**src/rtl/core/mcg_ram.sv**
```systemverilog
// Generic single-write, single-read synchronous RAM with registered read.
module mcg_ram #(
  parameter int WIDTH = 16,
  parameter int DEPTH = 64
) (
  input  logic                     clk,
  input  logic                     we,
  input  logic [$clog2(DEPTH)-1:0] waddr,
  input  logic [WIDTH-1:0]         wdata,
  input  logic [$clog2(DEPTH)-1:0] raddr,
  output logic [WIDTH-1:0]         rdata
);

  logic [WIDTH-1:0] mem [DEPTH];

  always_ff @(posedge clk) begin
    if (we) begin
      mem[waddr] <= wdata;
    end
    rdata <= mem[raddr];
  end

endmodule

```
**config.mk**
```make
export PLATFORM = sky130hd
export DESIGN_NAME = mcg_ram
export DESIGN_NICKNAME = d
export VERILOG_FILES = /design/src/rtl/core/mcg_ram.sv
export SDC_FILE = /design/constraint.sdc
export NUM_CORES = 1
export LEC_CHECK = 0
export BUFFER_PORTS_ARGS = -buffer_cell sky130_fd_sc_hd__buf_2
export CORE_MARGIN = 5
export CORE_UTILIZATION = 65
export DETAILED_ROUTE_END_ITERATION = 10
export PLACE_DENSITY = 0.82
export SYNTH_ARGS = -nofsm -noshare
export SYNTH_HDL_FRONTEND = slang
export SYNTH_SLANG_ARGS = --single-unit
```
**constraint.sdc**
```tcl
create_clock -name clk -period 5.54 [get_ports clk]
set_clock_uncertainty 0.15 [all_clocks]
set_input_delay 0.831 -clock clk [delete_from_list [all_inputs] [get_ports clk]]
set_output_delay 0.831 -clock clk [all_outputs]
set_load 0.02 [all_outputs]
```
==> results.yml <==
routing:
  drt-vias-per-instance: 7.064
  ant_nets: 0
  drt_wl_total_um: 95950
  drt-initial-drc-count: 3039
  drc: 0
  wl_per_cell_um: 33.99
  first_pass_iters: 5
  num_vias: 19940
logic_synthesis:
  yosysTopAreaCellShare_pct: 76.79
  synth-compound-area-share_pct: 2.409
  synthMuxAreaShare_pct: 15.52
  synth_area_um2: 40040
  ys.flop_type: "edfxtp_1"
  synthSimpleGateAreaFrac_pct: 2.647
  synth_largest_area_cell: "edfxtp_1"
  ys_async_sr_fraction_pct: 0
  syn_avg_cell_area_um2: 21.89
  synth_top_family_by_area: "multiplexers"
  postSynthCellCount: 1829
  yosys.area_share.xor_xnor_pct: 0
  synth-seq-cells: 1040
  synth_cell_types: 43
  yosysSeqAreaShare_pct: 77.59
  synth_nets: 1859
  synth-edff-count: 1024
  yosysWarningCount: 0
  synth_area_leaders: "edfxtp_1 (77%), mux4_2 (12%), mux2i_1 (2.1%)"
  synthAdderAreaFrac_pct: 0
sta:
  min_period_ps: 3321
  tightest_slew_ps: 1350
  fin_tns_setup_ps: 0
  final_hold_viol_count: 0
  setup_viol: 0
  fin_ws_ps: 2219
  max_slew_margin_pct: 9.973
  fmax_mhz: 301.1
  drv_slew: 0
  rsz0062_at_grt: "no"
  min_period_over_period_pct: 59.95
placed_design:
  port_buffers: 45
  dp_slack_ps: 1600
  gp_congestion: 0.8966
  place_area_um2: 41270
  dpl.hpwl_um: 53550
worst_setup_path:
  critPathLaunchType: "input port"
  crit_required_ps: 5930
  worstPathMaxFanout: 68
  critPathCaptureType: "flop"
  crit_arrival_ps: 3710
  r2r_end: "rdata[15]"
  critPathMaxStageDelay_ps: 620
  rr_startpoint: "mem[17][15]"
  reg2reg_depth: 5
  path_class: "in2reg"
  reg2reg_slack_ps: 2950
  worstPathCellList: "buf_8 > buf_12 > mux4_2 > a22oi_1 > nand3_1 > and4_1"
  crit_slowest_cell: "mux4_2"
power_and_ir_drop:
  p_total_mw: 16.34
  ir_drop_uv: 240.3
  p_leak_nw: 14.15
  power.density_nw_per_um2: 367.1
clock_tree:
  cts.sinks: 1040
  h-tree-depth: 3
  cts_tree: "built"
  worstSkewPairLatency_ps: 660
  postCtsSetupBuffers: 0
  cts.repair.resized: 0
  root_buffer: "clkbuf_16"
  path_clk_slew_ps: 60
  ctsHoldBuffers: 0
  cts_buffer_depth: 3
  numCtsBuffers: 96
die:
  start_util_pct: 65.25
  die_h_um: 258.2
  die-area_um2: 66670
  die_w_um: 258.2
  core_um2: 61370
  rows: 91
  ioPinCount: 46
cells_and_area:
  final_area_um2: 44520
  fin_util_pct: 72.54
  multi_input_area_um2: 8287
  seq_area_um2: 31070
  layout.nets: 1980
  drive_above_1_share_pct: 26.11
  nFillCells: 3252
  syn_to_final_growth_pct: 11.17
flow_run:
  cap_violations: 0
status:
  outcome: "completed"
grt:
  grt-ovfl-total: 0
  track_usage_pct: 29.12
  grt_pass1_vias: 19840
  grt_antenna_before_repair: 5
  grt_pass1_wl_um: 140100
  grt_max_degree: 97
min_path:
  min_path_type: "in2reg"
  min_to: "mem[48][6]"
  hold_path_depth: 2
  min_from: "waddr[2]"
-- critical path, delay by kind of cell --
family	cells	cell delay, ps
muxes	1	620
buffers and inverters	2	1040
AOI/OAI and AO/OA	1	310
and+or+nand+nor	2	710
-- layer usage --
metal	vias to the layer above	track usage (%)	wire, um	share of wire, %
met3	221	6.375	11270	12
met2	1500	46.40	46710	49
met4	4	10.09	3798	4.0
met1	10300	41.22	34160	36
li1	7917	-	-	-
met5	-	0	15	0.016
-- registers in the layout, summed over array words and instances (netlist names) --
name	flops
rdata	16
mem	1024
-- logic make-up after synthesis --
group,Yosys count
DFF,1040
muxes,336
buffers and inverters,104
and+or+nand+nor,220
AOI/OAI and AO/OA,129
-- power by group --
group / total [mW] / switching [mW] / internal [mW]
registers: 8.75 / 0.0364 / 8.71
logic: 0.811 / 0.532 / 0.279
clock network: 6.78 / 2.82 / 3.97
-- cell usage in the layout (no fill, tap or decap), drive strengths merged, types with 6 or more instances in the layout --
cell and n:
edfxtp 1024, mux4 224, buf 126, clkbuf 113
mux2i 85, nor2 74, nand2 60, clkinv 45
a22oi 39, nor2b 30, mux2 27, nand3 24
a21oi 17, a221oi 16, dfxtp 16, bufinv 15
nand4 12, a211o 8, a31oi 8, a211oi 8
a311oi 8, o21ai 8, a22o 6, a221o 6
-- per-stage QoR --
step,std cells,hold WS [ps]
floorplan,1829,600.3
global placement,2642,699.9
detailed placement,2642,692.8
CTS,2820,639.0
global route,2820,673.5
finish,2823,685.8
-- synthesized netlist by cell type (all sizes together) (2+ instances only) --
cell type  instances
a211o              8
a211oi             8
a21oi             17
a221o              6
a221oi            16
a22o               6
a22oi             39
a311oi             8
a31oi              8
a41oi              5
and2               2
and4               5
buf               77
clkbuf            27
dfxtp             16
edfxtp          1024
mux2              27
mux2i             85
mux4             224
nand2             60
nand2b             3
nand3             24
nand3b             2
nand4             12
nor2              74
nor2b             30
nor3               2
nor4               3
o21ai              8
-- layout make-up --
| type | count | area share (%) |
|---|---|---|
| sequential | 1040 | 69.80 |
| multi-input combinational | 685 | 18.62 |
| clock buffer | 112 | 5.697 |
| tap | 790 | 2.220 |
| timing repair buffer | 127 | 2.086 |
| clock inverter | 66 | 1.568 |
| antenna | 3 | 0.01686 |
-- worst max path at each step --
stage,start,endpoint,slack (ps)
2_1_floorplan,waddr[3],mem[48][0],2520
3_3_place_gp,raddr[0],rdata[4],1610
3_5_place_dp,raddr[0],rdata[4],1600
4_1_cts,raddr[0],rdata[5],2250
5_1_grt,raddr[0],rdata[0],2050
6_report,raddr[0],rdata[5],2220
Note: power is estimated with default switching activity, not from simulation.
