File: src/rtl/core/mcg_pkg.sv
// Shared types and constants of the Max-Cut energy and gradient unit.
package mcg_pkg;

  typedef enum logic [2:0] {
    ST_CLEAR,
    ST_IDLE,
    ST_WR2,
    ST_XI,
    ST_RUN,
    ST_DRAIN,
    ST_EMIT
  } state_t;

  localparam logic [1:0] OP_WEIGHT  = 2'd0;
  localparam logic [1:0] OP_ASSIGN  = 2'd1;
  localparam logic [1:0] OP_COMPUTE = 2'd2;

  localparam logic [6:0] NODE_COUNT_RST = 7'd64;
  localparam logic signed [16:0] HALF_Q14 = 17'sd8192;
  localparam logic signed [34:0] QUARTER_Q28 = 35'sd67108864;

  // Controls from the sequencer to the multiply-accumulate datapath.
  typedef struct packed {
    logic issue;   // a weight/assignment pair is read this cycle
    logic upper;   // the pair lies above the diagonal (counts toward energy)
    logic xi_rd;   // the row node's assignment is read this cycle
    logic gclr;    // clear the gradient accumulator
    logic eclr;    // clear the energy accumulator
  } dp_ctl_t;

endpackage

File: src/rtl/core/mcg_datapath.sv
// Multiply-accumulate pipeline for the gradient and energy sums.
module mcg_datapath (
  input  logic                   clk,
  input  logic                   rst_n,
  input  mcg_pkg::dp_ctl_t       ctl,
  input  logic signed [15:0]     w_rd,
  input  logic signed [15:0]     x_rd,
  output logic signed [47:0]     gacc,
  output logic signed [63:0]     eacc,
  output logic                   busy
);
  import mcg_pkg::*;

  logic v0_r, en0_r, dl_r;
  logic v1_r, en1_r, v2_r;
  logic signed [16:0] di_r;
  logic signed [16:0] dj;
  logic signed [32:0] gp, gp_r;
  logic signed [33:0] q, q_r;
  logic signed [15:0] w1_r;
  logic signed [50:0] ep_r;
  logic signed [47:0] gacc_r;
  logic signed [63:0] eacc_r;

  assign dj = 17'(x_rd) - HALF_Q14;
  assign gp = 33'(w_rd) * 33'(dj);
  assign q  = 34'(di_r) * 34'(dj);

  always_ff @(posedge clk) begin
    if (!rst_n) begin
      v0_r   <= 1'b0;
      en0_r  <= 1'b0;
      dl_r   <= 1'b0;
      v1_r   <= 1'b0;
      en1_r  <= 1'b0;
      v2_r   <= 1'b0;
      gacc_r <= '0;
      eacc_r <= '0;
    end else begin
      v0_r  <= ctl.issue;
      en0_r <= ctl.upper;
      dl_r  <= ctl.xi_rd;
      v1_r  <= v0_r;
      en1_r <= v0_r & en0_r;
      v2_r  <= en1_r;
      if (ctl.gclr) begin
        gacc_r <= '0;
      end else if (v1_r) begin
        gacc_r <= gacc_r + 48'(gp_r);
      end
      if (ctl.eclr) begin
        eacc_r <= '0;
      end else if (v2_r) begin
        eacc_r <= eacc_r + 64'(ep_r);
      end
    end
  end

  always_ff @(posedge clk) begin
    if (dl_r) begin
      di_r <= dj;
    end
    gp_r <= gp;
    q_r  <= q;
    w1_r <= w_rd;
    ep_r <= 51'(w1_r) * 51'(35'(q_r) - QUARTER_Q28);
  end

  assign gacc = gacc_r;
  assign eacc = eacc_r;
  assign busy = v0_r | v1_r | v2_r;

endmodule

File: config.mk
export PLATFORM = sky130hd
export DESIGN_NAME = mcg_datapath
export DESIGN_NICKNAME = d
export VERILOG_FILES = /design/src/rtl/core/mcg_pkg.sv /design/src/rtl/core/mcg_datapath.sv
export SDC_FILE = /design/constraint.sdc
export NUM_CORES = 2
export LEC_CHECK = 0
export ABC_CLOCK_PERIOD_IN_PS = 7210
export BUFFER_PORTS_ARGS = -buffer_cell sky130_fd_sc_hd__clkbuf_2
export CAP_MARGIN = 20
export CORE_UTILIZATION = 45
export CTS_BUF_LIST = sky130_fd_sc_hd__clkbuf_4
export CTS_CLUSTER_SIZE = 24
export DETAILED_ROUTE_END_ITERATION = 8
export SLEW_MARGIN = 15
export SYNTH_ARGS = -nofsm -noshare
export SYNTH_HDL_FRONTEND = slang
export SYNTH_SLANG_ARGS = --single-unit
File: constraint.sdc
create_clock -name clk -period 7.21 [get_ports clk]
set_clock_uncertainty 0.2 [all_clocks]
set_input_delay 0.3605 -clock clk [delete_from_list [all_inputs] [get_ports clk]]
set_output_delay 0.3605 -clock clk [all_outputs]
set_load 0.05 [all_outputs]
==> report_table.html <==
<table>
<tr><th>Metric</th><th>Value</th></tr>
<tr><th colspan="2">Outcome</th></tr>
<tr><td>Status</td><td>completed</td></tr>
<tr><th colspan="2">Clock tree</th></tr>
<tr><td>Root Buffer</td><td>clkbuf_4</td></tr>
<tr><td>Maximum buffer depth of the clock tree</td><td>3</td></tr>
<tr><td>Clock buffer count from CTS</td><td>81</td></tr>
<tr><td>TritonCTS clock tree</td><td>done</td></tr>
<tr><td>Clock latency at the later pin of the worst-skew pair</td><td>0.96 ns</td></tr>
<tr><td>Number of H-tree branching levels</td><td>3</td></tr>
<tr><td>Number of sinks handled by clock tree synthesis</td><td>269</td></tr>
<tr><td>Reg clk slew, reported paths</td><td>around 0.07 ns</td></tr>
<tr><th colspan="2">Route</th></tr>
<tr><td>Pre-Repair DR Iteration Count</td><td>5</td></tr>
<tr><td>Final routed wirelength across all metal layers</td><td>138000 µm</td></tr>
<tr><td>DR WL/cell</td><td>17.6 µm</td></tr>
<tr><td>Detailed-route via count</td><td>approximately 40k</td></tr>
<tr><td>Number of nets with antenna violations after routing</td><td>0</td></tr>
<tr><td>Count of routing violations after the opening detailed-route iteration</td><td>2142</td></tr>
<tr><td>Detailed-route vias per instance</td><td>around 5.1</td></tr>
<tr><td>Remaining DRCs</td><td>0</td></tr>
<tr><th colspan="2">Setup path</th></tr>
<tr><td>Critical Path End Type</td><td>register</td></tr>
<tr><td>CP startpoint</td><td>x_rd[13]</td></tr>
<tr><td>Reg2Reg Capture Point</td><td>ep_r[49]</td></tr>
<tr><td>Data arrival at the endpoint of the critical path</td><td>7.60 ns</td></tr>
<tr><td>Cells on worst reg2reg path</td><td>21</td></tr>
<tr><td>Slack of the worst reg-to-reg path</td><td>0.28 ns</td></tr>
<tr><td>Worst-path fanout max</td><td>15</td></tr>
<tr><td>Element type at the critical path start</td><td>primary input</td></tr>
<tr><td>Endpoint required time on the critical path</td><td>~7.9 ns</td></tr>
<tr><td>Critical path type</td><td>primary input to register</td></tr>
<tr><td>Critical register-to-register path startpoint</td><td>q_r[3]</td></tr>
<tr><th colspan="2">Logic synthesis</th></tr>
<tr><td>Post-synth EDFFs</td><td>17</td></tr>
<tr><td>Synth Register Bits</td><td>269</td></tr>
<tr><td>Post-synthesis instance total</td><td>around 6.0k</td></tr>
<tr><td>Synthesized area divided by synthesized cell count</td><td>between 8 and 9 µm²</td></tr>
<tr><td>YS warnings</td><td>0</td></tr>
<tr><td>Number of nets produced by synthesis</td><td>about 7.6k</td></tr>
<tr><td>Largest cells by area after synthesis</td><td>fa_1 (41%), ha_1 (9.4%), dfxtp_1 (9.4%)</td></tr>
<tr><td>Top-area cell type share of the netlist area</td><td>40.8%</td></tr>
<tr><td>Sequential element share of the synthesized area</td><td>10.3%</td></tr>
<tr><td>Fraction of registers with async set/reset</td><td>0%</td></tr>
<tr><td>Most common flop cell mapped by yosys</td><td>dfxtp_1</td></tr>
<tr><td>Number of distinct standard cells referenced by the synthesized netlist</td><td>approximately 80</td></tr>
<tr><td>Mapped Area</td><td>53700 µm²</td></tr>
<tr><td>Yosys top cell by area</td><td>fa_1</td></tr>
<tr><th colspan="2">Finish</th></tr>
<tr><td>Commonest cells after routing, fill and taps aside</td><td>inv_1 (1247), fa_1 (1096), nand2_1 (767)</td></tr>
<tr><td>Post-layout utilization of the core</td><td>about half</td></tr>
<tr><td>Ratio of cells with drive above 1 in the final layout</td><td>8.72%</td></tr>
<tr><td>Count of placed standard cells in the final layout, fillers left out</td><td>7850</td></tr>
<tr><td>Most frequent standard cell in the layout excluding fill and tap cells</td><td>inv_1</td></tr>
<tr><td>NumNets Final</td><td>7784</td></tr>
<tr><td>Post-synthesis to final-layout area growth</td><td>9.46%</td></tr>
<tr><th colspan="2">STA</th></tr>
<tr><td>Relative slew slack</td><td>32.3%</td></tr>
<tr><td>Final critical delay including setup and external delays</td><td>approximately 7.0 ns</td></tr>
<tr><td>Final Max Slew Viols</td><td>0</td></tr>
<tr><td>Pin slew with the least headroom to its limit</td><td>around 1 ns</td></tr>
<tr><td>Maximum clock frequency</td><td>0.144 GHz</td></tr>
<tr><td>Final critical-path setup slack</td><td>0.258 ns</td></tr>
<tr><td>Ratio of final minimum period to clock period</td><td>96.4%</td></tr>
<tr><td>Setup-failing EPs final</td><td>0</td></tr>
<tr><td>Number of hold violations in the final report</td><td>0</td></tr>
<tr><th colspan="2">Global route</th></tr>
<tr><td>Vias in the first global route</td><td>42.3k</td></tr>
<tr><td>All-layer global routing usage</td><td>approximately a quarter</td></tr>
<tr><td>Pin count of the biggest net entering global routing</td><td>59</td></tr>
<tr><td>Global-route wire length before repair</td><td>~220000 µm</td></tr>
<tr><td>Gr ovfl total</td><td>0</td></tr>
<tr><td>Number of antenna violations at the first check in global routing</td><td>5</td></tr>
<tr><th colspan="2">Hold path</th></tr>
<tr><td>Class of the tightest hold or removal check</td><td>register to register</td></tr>
<tr><td>Cell count of the worst hold path</td><td>1</td></tr>
<tr><td>Endpoint, Worst Hold</td><td>v2_r</td></tr>
<tr><td>Startpoint of the tightest hold check path</td><td>en1_r</td></tr>
<tr><th colspan="2">Floorplan</th></tr>
<tr><td>Placeable core region</td><td>118000 µm²</td></tr>
<tr><td>Number of placed I/O pins</td><td>152</td></tr>
<tr><td>Vertical extent of the die</td><td>~350 µm</td></tr>
<tr><td>FP Rows</td><td>126</td></tr>
<tr><td>Initial cell density of the core</td><td>45.5%</td></tr>
<tr><td>Die area</td><td>121000 µm²</td></tr>
<tr><td>Die Width</td><td>348 µm</td></tr>
<tr><th colspan="2">Placed design</th></tr>
<tr><td>Worst slack, placed</td><td>-0.210 ns</td></tr>
<tr><td># placed instances</td><td>7646</td></tr>
<tr><td>Placed wire-length estimate after detailed placement</td><td>around 120000 µm</td></tr>
<tr><td>Input/output buffers</td><td>~150</td></tr>
<tr><td>Gp weighted congestion</td><td>0.899</td></tr>
<tr><th colspan="2">Run</th></tr>
<tr><td>Max-cap check violation count</td><td>0</td></tr>
</table>
## state kept, by name, indices dropped and copies added, names as in the netlist
name / cells
en1_r: 1
di_r: 17
v0_r: 1
ep_r: 51
w1_r: 16
q_r: 34
v1_r: 1
v2_r: 1
gacc: 48
en0_r: 1
eacc: 64
gp_r: 33
dl_r: 1
## final cells by class
cell class / instances / area, µm²
clock inverter: 39 / 277
tap: 1536 / 1920
timing repair buffer: 397 / 2850
antenna: 5 / 12.5
clock buffer: 108 / 811
sequential: 269 / 5570
fill: 11400 / 59400
inverter: 1248 / 4680
multi-input combinational: 4248 / 42700
## layer usage
| layer | GRT usage, % | vias to the layer above | share of wire, % |
|---|---|---|---|
| li1 | - | 18900 | - |
| met1 | 30.8 | 20300 | 44 |
| met2 | 39.4 | 984 | 49 |
| met3 | 3.83 | 190 | 5.5 |
| met4 | 6.06 | 4 | 2.3 |
| met5 | 0 | - | 0.020 |
## cells in the mapped netlist, drive strengths merged, types with 4 or more instances
cell type,count
nand4,38
o22ai,10
nand2b,55
buf,15
and3,26
nor3,38
xor2,64
and4,4
nand3,60
inv,1248
o211ai,19
o21a,37
a2111oi,6
a211o,10
a21boi,6
a31o,4
o32ai,4
a31oi,21
nor2,263
a41oi,8
o21bai,39
nor4,6
nor2b,68
a21oi,244
o2111ai,4
fa,1096
a221oi,5
xnor2,160
o31ai,14
o21ai,103
a21o,130
ha,404
a221o,7
or2,4
dfxtp,252
or3,18
clkbuf,252
o221ai,4
and2,386
nand2,767
edfxtp,17
mux2i,55
a211oi,31
## what timing repair did
| action | 4_1_cts | 5_1_grt |
|---|---|---|
| pin swaps | 0 | 9 |
| hold buffers | 43 | 0 |
| setup buffers | 2 | 6 |
| endpoints found under the hold margin | 79 | 0 |
| resized for setup | 6 | 46 |
| gates cloned | 0 | 1 |
| setup endpoints to repair | 5 | 18 |
## how the worst max path moves through the flow
stage                           to
after global placement    ep_r[49]
after CTS                 ep_r[49]
after global routing      ep_r[48]
after detailed placement  ep_r[49]
after floorplan           ep_r[48]
final                     gp_r[31]
## through the flow
step | cell area (µm²) | hold slack (ns) | setup TNS, ns
2_1_floorplan | 53800 | 0.188 | 0
3_3_place_gp | 57000 | 0.212 | -0.0542
3_5_place_dp | 57000 | 0.221 | -0.210
4_1_cts | 58600 | 0.131 | 0
5_1_grt | 58800 | 0.190 | -0.102
6_report | 58800 | 0.234 | 0
## worst max-delay path, cell delays in order
cell           delay [ns]
dlygate4sd3_1        0.53
clkbuf_2             0.11
inv_1                0.06
ha_1                 0.23
xnor2_2              0.14
dlygate4sd3_1        0.57
inv_2                0.11
buf_8                0.17
nand2_1              0.09
fa_1                 0.55
inv_1                0.06
fa_1                 0.53
inv_1                0.05
fa_1                 0.48
fa_1                 0.51
fa_1                 0.49
inv_1                0.05
fa_1                 0.48
ha_2                 0.30
a21o_1               0.17
a21o_1               0.17
a221o_1              0.40
a21oi_2              0.17
o21ai_2              0.10
o221ai_2             0.16
or4b_1               0.46
o211ai_1             0.11
## kinds of logic (layout without fill, tap and decap cells)
| kind of cell | Yosys count | count (layout) | synth area share (%) |
|---|---|---|---|
| simple gates | 1740 | 1740 | 15.3 |
| fa+ha+maj | 1501 | 1501 | 50.2 |
| other cells | 0 | 5 | 0 |
| compound gates | 727 | 727 | 8.83 |
| mux | 56 | 56 | 1.05 |
| buf+inv | 1515 | 1792 | 10.6 |
| xor+xnor | 224 | 224 | 3.65 |
| flops | 269 | 269 | 10.3 |
Power is not shown: default switching activity piles up to over one toggle a cycle in this logic, so the estimate is an artifact.
